[config.mk]
export PLATFORM = sky130hd
export DESIGN_NAME = sis_ctrl
export DESIGN_NICKNAME = d
export VERILOG_FILES = /design/src/rtl/sis_pkg.sv /design/src/rtl/sis_ctrl.sv
export SDC_FILE = /design/constraint.sdc
export NUM_CORES = 1
export LEC_CHECK = 0
export ABC_AREA = 1
export BUFFER_PORTS_ARGS = -buffer_cell sky130_fd_sc_hd__buf_2
export CORE_UTILIZATION = 52
export DETAILED_ROUTE_END_ITERATION = 6
export GPL_TIMING_DRIVEN = 0
export HOLD_SLACK_MARGIN = 0.05
export PLACE_DENSITY = 0.81
export SYNTH_ARGS = -nofsm -noshare
export SYNTH_HDL_FRONTEND = slang
export SYNTH_SLANG_ARGS = --single-unit
[constraint.sdc]
create_clock -name aclk -period 1.5 [get_ports aclk]
set_input_delay 0.225 -clock aclk [delete_from_list [all_inputs] [get_ports aclk]]
set_output_delay 0.225 -clock aclk [all_outputs]
set_load 0.1 [all_outputs]
[src/rtl/sis_pkg.sv]
package sis_pkg;

    // field widths of one record
    localparam int KEY_W   = 32;
    localparam int TAG_W   = 16;
    localparam int DATA_W  = 48;
    // record count width, covers a store of up to 127 entries
    localparam int CNT_W   = 7;
    localparam int MAX_RECORDS_DEF = 64;

    // controller to datapath commands
    typedef struct packed {
        logic             insert;
        logic             shift_out;
        logic [CNT_W-1:0] fill;
    } sis_cmd_t;

endpackage

[src/rtl/sis_ctrl.sv]
module sis_ctrl import sis_pkg::*; #(
    parameter int MAX_RECORDS = MAX_RECORDS_DEF
) (
    input  logic     aclk,
    input  logic     aresetn,
    input  logic     s_tvalid,
    output logic     s_tready,
    input  logic     s_tlast,
    output logic     m_tvalid,
    input  logic     m_tready,
    output logic     m_tlast,
    output sis_cmd_t cmd
);

    typedef enum logic [1:0] {
        ST_FILL  = 2'b01,
        ST_DRAIN = 2'b10
    } state_t;

    state_t           state_reg, state_next;
    logic [CNT_W-1:0] fill_reg, fill_next;
    logic             in_beat, out_beat, full;

    assign full     = (fill_reg == CNT_W'(MAX_RECORDS));
    assign s_tready = (state_reg == ST_FILL);
    assign m_tvalid = (state_reg == ST_DRAIN);
    assign m_tlast  = (state_reg == ST_DRAIN) && (fill_reg == CNT_W'(1));
    assign in_beat  = s_tvalid && s_tready;
    assign out_beat = m_tvalid && m_tready;

    // commands to the cell row
    assign cmd.insert    = in_beat && !full;
    assign cmd.shift_out = out_beat;
    assign cmd.fill      = fill_reg;

    // fill count and state sequencing
    always_comb begin
        state_next = state_reg;
        fill_next  = fill_reg;
        unique case (state_reg)
            ST_FILL: begin
                if (in_beat) begin
                    if (!full) begin
                        fill_next = fill_reg + CNT_W'(1);
                    end
                    if (s_tlast) begin
                        state_next = ST_DRAIN;
                    end
                end
            end
            ST_DRAIN: begin
                if (out_beat) begin
                    fill_next = fill_reg - CNT_W'(1);
                    if (fill_reg == CNT_W'(1)) begin
                        state_next = ST_FILL;
                    end
                end
            end
            default: begin
                state_next = ST_FILL;
                fill_next  = '0;
            end
        endcase
    end

    always_ff @(posedge aclk) begin
        if (!aresetn) begin
            state_reg <= ST_FILL;
            fill_reg  <= '0;
        end else begin
            state_reg <= state_next;
            fill_reg  <= fill_next;
        end
    end

endmodule

==> results of run 1 <==
## what timing repair did
action | in CTS
setup buffers | 17
pin swaps | 8
gates cloned | 0
gates resized for setup | 32
setup endpoints to repair | 11
## per-stage QoR
step | area [sq um] | hold WS [ns] | setup TNS, ns | setup slack (ns)
2_1_floorplan | 935.9 | 0.2937 | -1.298 | -0.1683
3_3_place_gp | 1035 | 0.3964 | -0.3201 | -0.06679
3_5_place_dp | 1035 | 0.4025 | -0.5185 | -0.08170
4_1_cts | 1281 | 0.1290 | -0.07590 | -0.02733
## cells by family after synthesis
group | after synthesis
fa+ha+maj | 6
buf+inv | 21
xor+xnor | 1
compound gates | 17
simple gates | 80
flops | 9
## cells in the mapped netlist
master,n
xnor2_1,1
buf_4,1
dfxtp_1,9
or2_1,1
a211oi_1,1
nand4_1,3
nand2_2,1
ha_1,6
nand3_2,1
inv_1,13
nand2_8,1
inv_2,3
o21ai_0,5
nor2_2,1
buf_2,4
nand2_1,42
nand3_1,15
nor2_4,1
a21oi_1,11
or2_4,1
nor2_1,13
==> impl_metrics.yaml, run 1 <==
outcome:
  status: "stopped before the end"
  stop_stage: "global routing (5_1_grt)"
  firstError: "[ERROR DPL-0038] Utilization greater than 100%, impossible to legalize"
floorplanning:
  ioPinCount: 17
  die_y_microns: 41.43
  start_util_pct: 59.16
  die_w_microns: 41.43
  rows: 13
synth:
  synth_fa_ha_area_share_pct: 9.288
  synth_top_family_by_area: "simple AND/OR/NAND/NOR gates"
  synth_top_area_share_pct: 22.29
  synthMuxAreaShare_pct: 0
  ys_warn_count: 0
  ys_ff_latch: 9
  yosys.area.top_type: "dfxtp_1"
  synth_simple_gate_area_share_pct: 45.67
  synth_cells: 134
  syn_nets: 145
  synth_xor_area_share_pct: 1.084
  netlist_top_cells_area: "dfxtp_1, nand2_1, ha_1"
  synth_seq_area_share_pct: 22.29
  synth_compound_area_share_pct: 10.84
  synth_cell_types: 21
  syn_area_sq_um: 808.3
  synth_area_per_cell_sq_um: 6.032
placed_design:
  dp.cells: 165
  io_buffers: 16
  dpl.hpwl_microns: 1582
  finalWeightedCongestion: 0.8127
global_route:
  grt_max_degree: 11
clocking:
  htree_levels: 1
  cts_buffers: 3
  clock_path_buffers: 2
  cts_hold_buffers: 0
  cts.sinks: 9
  cts_root_buf: "clkbuf_4"
timing:
  worst_endpoint_kind: "register data pin"
  postGrtWorstEndpoint: "fill_reg[6]$_SDFFE_PN0P_/D"
==> inputs of run 2 (changes only) <==
CORE_AREA = 2 2 63 65   (was unset)
CORE_UTILIZATION = unset   (was 52)
DIE_AREA = 0 0 65 67   (was unset)
HOLD_SLACK_MARGIN = unset   (was 0.05)
PLACE_DENSITY = unset   (was 0.81)
PLACE_DENSITY_LB_ADDON = 0.15   (was unset)
==> impl_metrics.yaml, run 2 <==
clocking:
  cts_tree: "yes"
  path_clk_slew_ns: 0.04
  cts_buffers: 3
  htree_levels: 1
  clock_path_buffers: 2
  cts.sinks: 9
  clk_latency_ns: 0.23
  cts_root_buf: "clkbuf_8"
timing:
  hold_viol_final: 0
  post-route-min-period_ns: 1.523
  tns_ns: -0.03506
  whs_ns: 0.1634
  tightest_slew_ns: 0.4879
  fin_skew_ns: 0.001854
  rsz0062_at_grt: "true"
  finalMaxSlewViolations: 0
  maxSlewHeadroom_pct: 67.70
  max_freq_ghz: 0.6565
  fin_ws_ns: -0.02329
  setup-violations-final: 2
  finalCritPeriodShare_pct: 101.6
global_route:
  grt_pass1_wl_microns: 4071
  grt_pass1_vias: 875
  antenna_found_initial: 0
  grtUsageMet1_pct: 16.06
  use_met3_pct: 1.351
  globalRouteTotalUtil_pct: 12.26
  met2_usage_pct: 20.23
  grt.busiest_layer: "met2"
  grt_remaining_overflow: 0
  grt_max_degree: 11
route:
  routed_via_density: 4.411
  routed_wl_microns: 2604
  dr_total_vias: 988
  postRouteAntennaNets: 0
  drcViolationCount: 0
  drt_first_pass_iters: 4
  drtIter0Drc: 24
  routedWlPerCell_microns: 11.63
worst_hold_path:
  min-delay-start: "aresetn"
  min_path_type: "in -> reg"
  hold_path_end: "state_reg[0]$_SDFFE_PN1P_"
  min_path_cells: 2
synth:
  synth-async-reset-ratio_pct: 0
  yosys.area.top_type: "dfxtp_1"
  synth_top_area_share_pct: 22.29
  netlist_top_cells_area: "dfxtp_1, nand2_1, ha_1"
  synth_commonest_cells: "nand2_1, nand3_1, inv_1, nor2_1, a21oi_1"
  synth_cell_types: 21
  ys_ff_latch: 9
  synth_cells: 134
  ys_warn_count: 0
  synth-edff-count: 0
  ys.flop_type: "dfxtp_1"
  synth_seq_area_share_pct: 22.29
  yosysMostFrequentCell: "nand2_1"
  syn_area_sq_um: 808.3
  syn_nets: 145
  synth_area_per_cell_sq_um: 6.032
floorplanning:
  ioPinCount: 17
  rows: 22
  start_util_pct: 22.41
  die_w_microns: 65
  die_y_microns: 67
  dieArea_sq_mm: 0.004355
  core_area_sq_mm: 0.003606
final_layout:
  multi_input_comb_area_sq_um: 674.4
  seqCellArea_sq_um: 209.0
  postLayoutCellArea_sq_mm: 0.001425
  n_antenna_cell: 0
  final_common_cell: "nand2_1"
  drive_gt1_share_pct: 53.41
  fill_cells: 386
  area_delta_synth_final_pct: 76.32
  final_util_pct: 39.52
  largest_reg_flops: 7
  nNetsFinal: 188
  layout_common_cells: "nand2_1, buf_4, nand3_1, buf_2, nor2_1"
critical_path:
  reg2reg_to: "fill_reg[2]$_SDFFE_PN0P_"
  worstPathArrival_ns: 1.30
  crit_fanout: 6
  cp-start-kind: "flop"
  cp.required_ns: 1.27
  crit_path_end_kind: "primary output"
  reg2reg_depth: 7
  critPathLaunch: "fill_reg[3]$_SDFFE_PN0P_"
  crit_type: "reg -> out"
  rrSetupSlack_ns: 0.04
  r2r-start: "fill_reg[0]$_SDFFE_PN0P_"
power_and_ir_drop:
  finalPower_uw: 2448
  pwr_density_cell_mw_per_mm2: 1718
  leakage_uw: 0.0006145
  max-vdd-ir-drop_uv: 680.7
placed_design:
  dpl.hpwl_microns: 1748
  io_buffers: 16
  finalWeightedCongestion: 0.8169
  post_dp_cell_area_sq_mm: 0.001076
flow_run:
  drv_cap: 0
outcome:
  violations: "setup timing"
  status: "complete, but fails checks"
run 2: cell counts after synthesis:
Identical to the previous run, type by type.
run 2: cells by family (layout without fill, tap and decap cells):
logic type               after synthesis  in the layout  synth area share (%)
AND/OR/NAND/NOR                       80             80                 45.67
adder cells (fa/ha/maj)                6              6                 9.288
AO/OA/AOI/OAI                         17             17                 10.84
XOR/XNOR                               1              1                 1.084
buffers and inverters                 21             63                 10.84
flip-flops                             9              9                 22.29
run 2: worst max path at each step:
stage	endpoint	cells past startpoint
finish	m_tlast	6
global route	cmd[8]	8
CTS	m_tlast	5
detailed placement	m_tlast	7
global placement	fill_reg[2]$_SDFFE_PN0P_	10
floorplan	m_tlast	6
run 2: repair_timing:
item	CTS	global route
setup buffers	15	10
resized for setup	25	19
gates cloned	0	0
hold buffers	0	0
endpoints found under the setup margin	10	10
pin swaps	4	9
run 2: area by class of cell:
cell class	count	area share [%]
plain buffers	2	1.141
clock buffers	4	3.161
inverters	16	6.058
multi-input cells	104	47.32
flip-flops and latches	9	14.66
well taps	48	4.214
repair buffers	41	23.44
run 2: critical path, cell delays in order, from the launching register on:
cell and delay [ns]:
dfxtp_4 0.36, inv_4 0.06, nand2_4 0.04, nor2_4 0.18, nand3_4 0.11, nor2_4 0.14
buf_12 0.18
run 2: layer usage:
| layer | part of all wire, % | wire length, microns | vias up |
|---|---|---|---|
| li1 | - | - | 514 |
| met3 | 3.3 | 85 | 7 |
| met2 | 47 | 1236 | 21 |
| met1 | 46 | 1195 | 446 |
| met4 | 3.3 | 87 | 0 |
| met5 | 0 | 0 | - |
run 2: power by group:
| part | leakage (uW) | total, uW | internal [uW] | switching, uW |
|---|---|---|---|---|
| combinational | 0.000513 | 1800 | 702 | 1100 |
| sequential | 0.0000787 | 372 | 306 | 66.0 |
| clock | 0.0000228 | 278 | 185 | 93.0 |
| total | 0.000615 | 2450 | 1190 | 1260 |
run 2: stage by stage:
stage,worst slack (ns),std cells
finish,-0.02329,224
global route,-0.08544,224
CTS,-0.01981,215
detailed placement,-0.1129,198
global placement,-0.1162,198
floorplan,-0.1683,134
(Power assumes the default switching activity.)
==> inputs of run 3 (changes only) <==
BUFFER_PORTS_ARGS = unset   (was -buffer_cell sky130_fd_sc_hd__buf_2)
DONT_BUFFER_PORTS = 1   (was unset)
==> impl_metrics.yaml, run 3 (synthesized netlist as in run 2, its figures left out) <==
placed_design:
  finalWeightedCongestion: 0.7967
  io_buffers: 0
  dpl.hpwl_microns: 1719
power_and_ir_drop:
  leakage_uw: 0.0005160
  max-vdd-ir-drop_uv: 1212
  pwr_density_cell_mw_per_mm2: 1754
critical_path:
  r2r-start: "fill_reg[0]$_SDFFE_PN0P_"
  crit_path_end_kind: "primary output"
  crit_fanout: 3
  reg2reg_depth: 10
  rrSetupSlack_ns: -0.20
  cp-start-kind: "flop"
  worstPathArrival_ns: 1.69
  cp.required_ns: 1.27
  crit_type: "reg -> out"
  reg2reg_to: "fill_reg[4]$_SDFFE_PN0P_"
route:
  drt_first_pass_iters: 4
  routed_wl_microns: 2540
  dr_total_vias: 904
  drtIter0Drc: 11
  routedWlPerCell_microns: 12.39
  drcViolationCount: 0
  postRouteAntennaNets: 0
  routed_via_density: 4.410
final_layout:
  drive_gt1_share_pct: 54.78
  layout_common_cells: "nand2_1, buf_4, nand3_1, nand2_2, nor2_1"
  final_common_cell: "nand2_1"
  largest_reg_flops: 7
  nNetsFinal: 169
  fill_cells: 407
  seqCellArea_sq_um: 209.0
  multi_input_comb_area_sq_um: 716.9
  area_delta_synth_final_pct: 64.55
  n_antenna_cell: 0
  final_util_pct: 36.88
worst_hold_path:
  min_path_type: "in -> reg"
  hold_path_end: "state_reg[0]$_SDFFE_PN1P_"
  min_path_cells: 1
  min-delay-start: "aresetn"
timing:
  hold_viol_final: 0
  tns_ns: -2.422
  finalMaxSlewViolations: 0
  fin_ws_ns: -0.4161
  rsz0062_at_grt: "true"
  fin_skew_ns: 0.002564
  max_freq_ghz: 0.5219
  tightest_slew_ns: 0.6118
  setup-violations-final: 12
  finalCritPeriodShare_pct: 127.7
  post-route-min-period_ns: 1.916
  maxSlewHeadroom_pct: 59.12
clocking:
  path_clk_slew_ns: 0.05
  cts.sinks: 9
  cts_tree: "yes"
  clock_path_buffers: 2
  htree_levels: 1
  cts_buffers: 3
  clk_latency_ns: 0.23
  cts_root_buf: "clkbuf_8"
global_route:
  grt_pass1_vias: 829
  grt_max_degree: 11
  grt_remaining_overflow: 0
  grt_pass1_wl_microns: 3946
  globalRouteTotalUtil_pct: 12.16
  antenna_found_initial: 0
floorplanning:
  rows: 22
  core_area_sq_mm: 0.003606
  die_w_microns: 65
  die_y_microns: 67
  dieArea_sq_mm: 0.004355
  ioPinCount: 17
  start_util_pct: 22.41
flow_run:
  drv_cap: 0
outcome:
  violations: "setup timing"
  status: "complete, but fails checks"
[run 3: how the worst max path moves through the flow]
stage,from,end,slack (ns),cells after the start
finish,fill_reg[4]$_SDFFE_PN0P_,m_tlast,-0.42,6
CTS,fill_reg[4]$_SDFFE_PN0P_,m_tlast,-0.43,6
global placement,state_reg[1]$_SDFFE_PN0P_,fill_reg[2]$_SDFFE_PN0P_,-0.30,9
detailed placement,state_reg[1]$_SDFFE_PN0P_,fill_reg[4]$_SDFFE_PN0P_,-0.31,9
global route,fill_reg[4]$_SDFFE_PN0P_,m_tlast,-0.47,6
floorplan,fill_reg[3]$_SDFFE_PN0P_,m_tlast,-0.17,6
[run 3: repair_timing]
action	in CTS	in global routing
hold buffers	0	0
cloned	0	0
setup endpoints to repair	12	12
pin swaps	8	8
setup buffers	15	5
resized for setup	30	17
[run 3: power by group]
group	leakage, uW	switching, uW	internal (uW)	total, uW
Clock	0.0000228	95.5	185	281
Sequential	0.0000787	301	303	604
Combinational	0.000415	870	578	1450
Total	0.000516	1270	1070	2330
[run 3: area by class of cell]
cell class / instances / area share, %
flip-flops and latches: 9 / 15.71
multi-input cells: 104 / 53.90
repair buffers: 19 / 11.29
well taps: 48 / 4.516
inverters: 16 / 6.491
clock buffers: 4 / 3.387
plain buffers: 5 / 4.704
[run 3: critical path: stages, from the launching register on]
cell and delay [ns]:
dfxtp_4 0.44, buf_6 0.16, inv_4 0.05, nand2_4 0.04, nor2_4 0.16, nand3_4 0.10
nor2_4 0.49
[run 3: through the flow]
step / hold WS (ns) / std cells / instance area, sq um / power [uW] / setup slack [ns]
finish: 0.06347 / 205 / 1330 / 2333 / -0.4161
global route: 0.06565 / 205 / 1330 / 2480 / -0.4717
CTS: 0.05978 / 201 / 1244 / 2216 / -0.4266
detailed placement: 0.2983 / 182 / 996.0 / 1668 / -0.3058
global placement: 0.2964 / 182 / 996.0 / 1671 / -0.2969
floorplan: 0.2937 / 134 / 935.9 / 1497 / -0.1683
[run 3: routing by layer]
layer / track usage [%] / vias up / share of wire [%]
met3: 2.872 / 4 / 3.5
li1: - / 473 / -
met2: 20.36 / 10 / 49
met5: 0 / - / 0
met1: 14.78 / 417 / 47
met4: 5.319 / 0 / 0.71
==> inputs of run 4 (changes only) <==
CTS_BUF_LIST = sky130_fd_sc_hd__clkbuf_4   (was unset)
==> impl_metrics.yaml, run 4 (synthesized netlist as in run 2, its figures left out) <==
timing:
  setup-violations-final: 12
  fin_ws_ns: -0.4480
  post-route-min-period_ns: 1.948
  whs_ns: 0.02765
  hold_viol_final: 0
  finalMaxSlewViolations: 0
  tns_ns: -2.506
  maxSlewHeadroom_pct: 59.14
  rsz0062_at_grt: "true"
  max_freq_ghz: 0.5133
  tightest_slew_ns: 0.6115
  fin_skew_ns: 0.001029
  finalCritPeriodShare_pct: 129.9
floorplanning:
  core_area_sq_mm: 0.003606
  start_util_pct: 22.41
  die_w_microns: 65
  die_y_microns: 67
  rows: 22
  dieArea_sq_mm: 0.004355
  ioPinCount: 17
placed_design:
  dp.cells: 182
  finalWeightedCongestion: 0.7967
  io_buffers: 0
  dpl.hpwl_microns: 1719
  post_dp_cell_area_sq_um: 996.0
critical_path:
  reg2reg_to: "fill_reg[5]$_SDFFE_PN0P_"
  worstPathArrival_ns: 1.72
  cp.required_ns: 1.27
  crit_fanout: 3
  r2r-start: "state_reg[0]$_SDFFE_PN1P_"
  crit_type: "reg -> out"
  rrSetupSlack_ns: -0.18
  crit_path_end_kind: "primary output"
  crit_path_frequent_cell: "nor2_4"
  path_cells: "buf_6 > inv_4 > nand2_4 > nor2_4 > nand3_4 > nor2_4"
  max_stage_delay_ns: 0.49
  reg2reg_depth: 11
  cpMaxStageDelayCell: "nor2_4"
  cp-start-kind: "flop"
clocking:
  cts_tree: "yes"
  clock_path_buffers: 2
  cts_buffers: 3
  htree_levels: 1
  cts.sinks: 9
  path_clk_slew_ns: 0.06
  clk_latency_ns: 0.26
  cts_root_buf: "clkbuf_4"
  cts_hold_buffers: 0
outcome:
  status: "complete, but fails checks"
  violations: "setup timing"
global_route:
  grt_remaining_overflow: 0
  grt_max_degree: 11
  grt_pass1_wl_microns: 3939
  grt_pass1_vias: 823
  antenna_found_initial: 0
  globalRouteTotalUtil_pct: 12.13
final_layout:
  n_antenna_cell: 0
  largest_reg_flops: 7
  layout.cells.non_filler: 204
  area_delta_synth_final_pct: 62.23
  postLayoutCellArea_sq_mm: 0.001311
  drive_gt1_share_pct: 55.77
  final_util_pct: 36.36
  layout_common_cells: "nand2_1, buf_4, nand3_1, nand2_2, nor2_1"
  nNetsFinal: 168
  final_common_cell: "nand2_1"
route:
  routed_wl_microns: 2580
  drt_first_pass_iters: 4
  dr_total_vias: 927
  routed_via_density: 4.544
  postRouteAntennaNets: 0
  drcViolationCount: 0
  drtIter0Drc: 7
  routedWlPerCell_microns: 12.65
power_and_ir_drop:
  seq_power_share_pct: 26.7
  power.internal_uw: 1005
  pwr_density_cell_mw_per_mm2: 1726
  power.share.combinational_pct: 64.2
  leakage_uw: 0.0005082
  power_frac_clock_pct: 9.0
  max-vdd-ir-drop_uv: 1075
  sw_frac_of_total_pct: 55.58
  switchingPower_uw: 1258
flow_run:
  drv_cap: 0
worst_hold_path:
  min_path_type: "in -> reg"
  min-delay-start: "aresetn"
  hold_path_end: "state_reg[0]$_SDFFE_PN1P_"
  min_path_cells: 1
-- run 4: worst max path at each step --
stage,cells past startpoint,from,endpoint,slack [ns]
6_report,6,fill_reg[4]$_SDFFE_PN0P_,m_tlast,-0.45
5_1_grt,6,fill_reg[4]$_SDFFE_PN0P_,m_tlast,-0.51
4_1_cts,6,fill_reg[4]$_SDFFE_PN0P_,m_tlast,-0.47
3_5_place_dp,9,state_reg[1]$_SDFFE_PN0P_,fill_reg[4]$_SDFFE_PN0P_,-0.31
3_3_place_gp,9,state_reg[1]$_SDFFE_PN0P_,fill_reg[2]$_SDFFE_PN0P_,-0.30
2_1_floorplan,6,fill_reg[3]$_SDFFE_PN0P_,m_tlast,-0.17
-- run 4: power groups by stage --
stage	sequential (uW)	clock, uW	combinational (uW)
2_1_floorplan	586	0	911
3_3_place_gp	610	0	1060
3_5_place_dp	612	0	1060
4_1_cts	605	216	1310
5_1_grt	617	235	1560
6_report	605	205	1450
-- run 4: layout make-up --
cell class                 instances  area [sq um]
buffer                             5         62.56
multi-input combinational        104         721.9
tap                               48         60.06
sequential                         9         209.0
fill                             404          2295
clock buffer                       4         30.03
inverter                          16         88.84
timing repair buffer              18         138.9
-- run 4: routing by layer --
layer | track usage [%] | up-vias | share of wire [%]
li1 | - | 476 | -
met1 | 14.78 | 422 | 43
met2 | 20.23 | 23 | 51
met3 | 2.872 | 6 | 4.5
met4 | 5.319 | 0 | 1.1
met5 | 0 | - | 0
-- run 4: timing repair --
item	CTS	global route
gates resized for setup	28	20
pin swaps	8	10
setup endpoints to repair	12	12
setup buffers	14	5
-- run 4: critical path, delay by kind of cell (launching register included) --
| kind | cells | cell delay [ns] |
|---|---|---|
| simple gates | 4 | 0.79 |
| flops | 1 | 0.45 |
| buf+inv | 2 | 0.21 |
-- run 4: stage by stage --
stage          total power [uW]  setup WS, ns
2_1_floorplan              1497       -0.1683
3_3_place_gp               1671       -0.2969
3_5_place_dp               1668       -0.3058
4_1_cts                    2127       -0.4665
5_1_grt                    2413       -0.5111
6_report                   2263       -0.4480
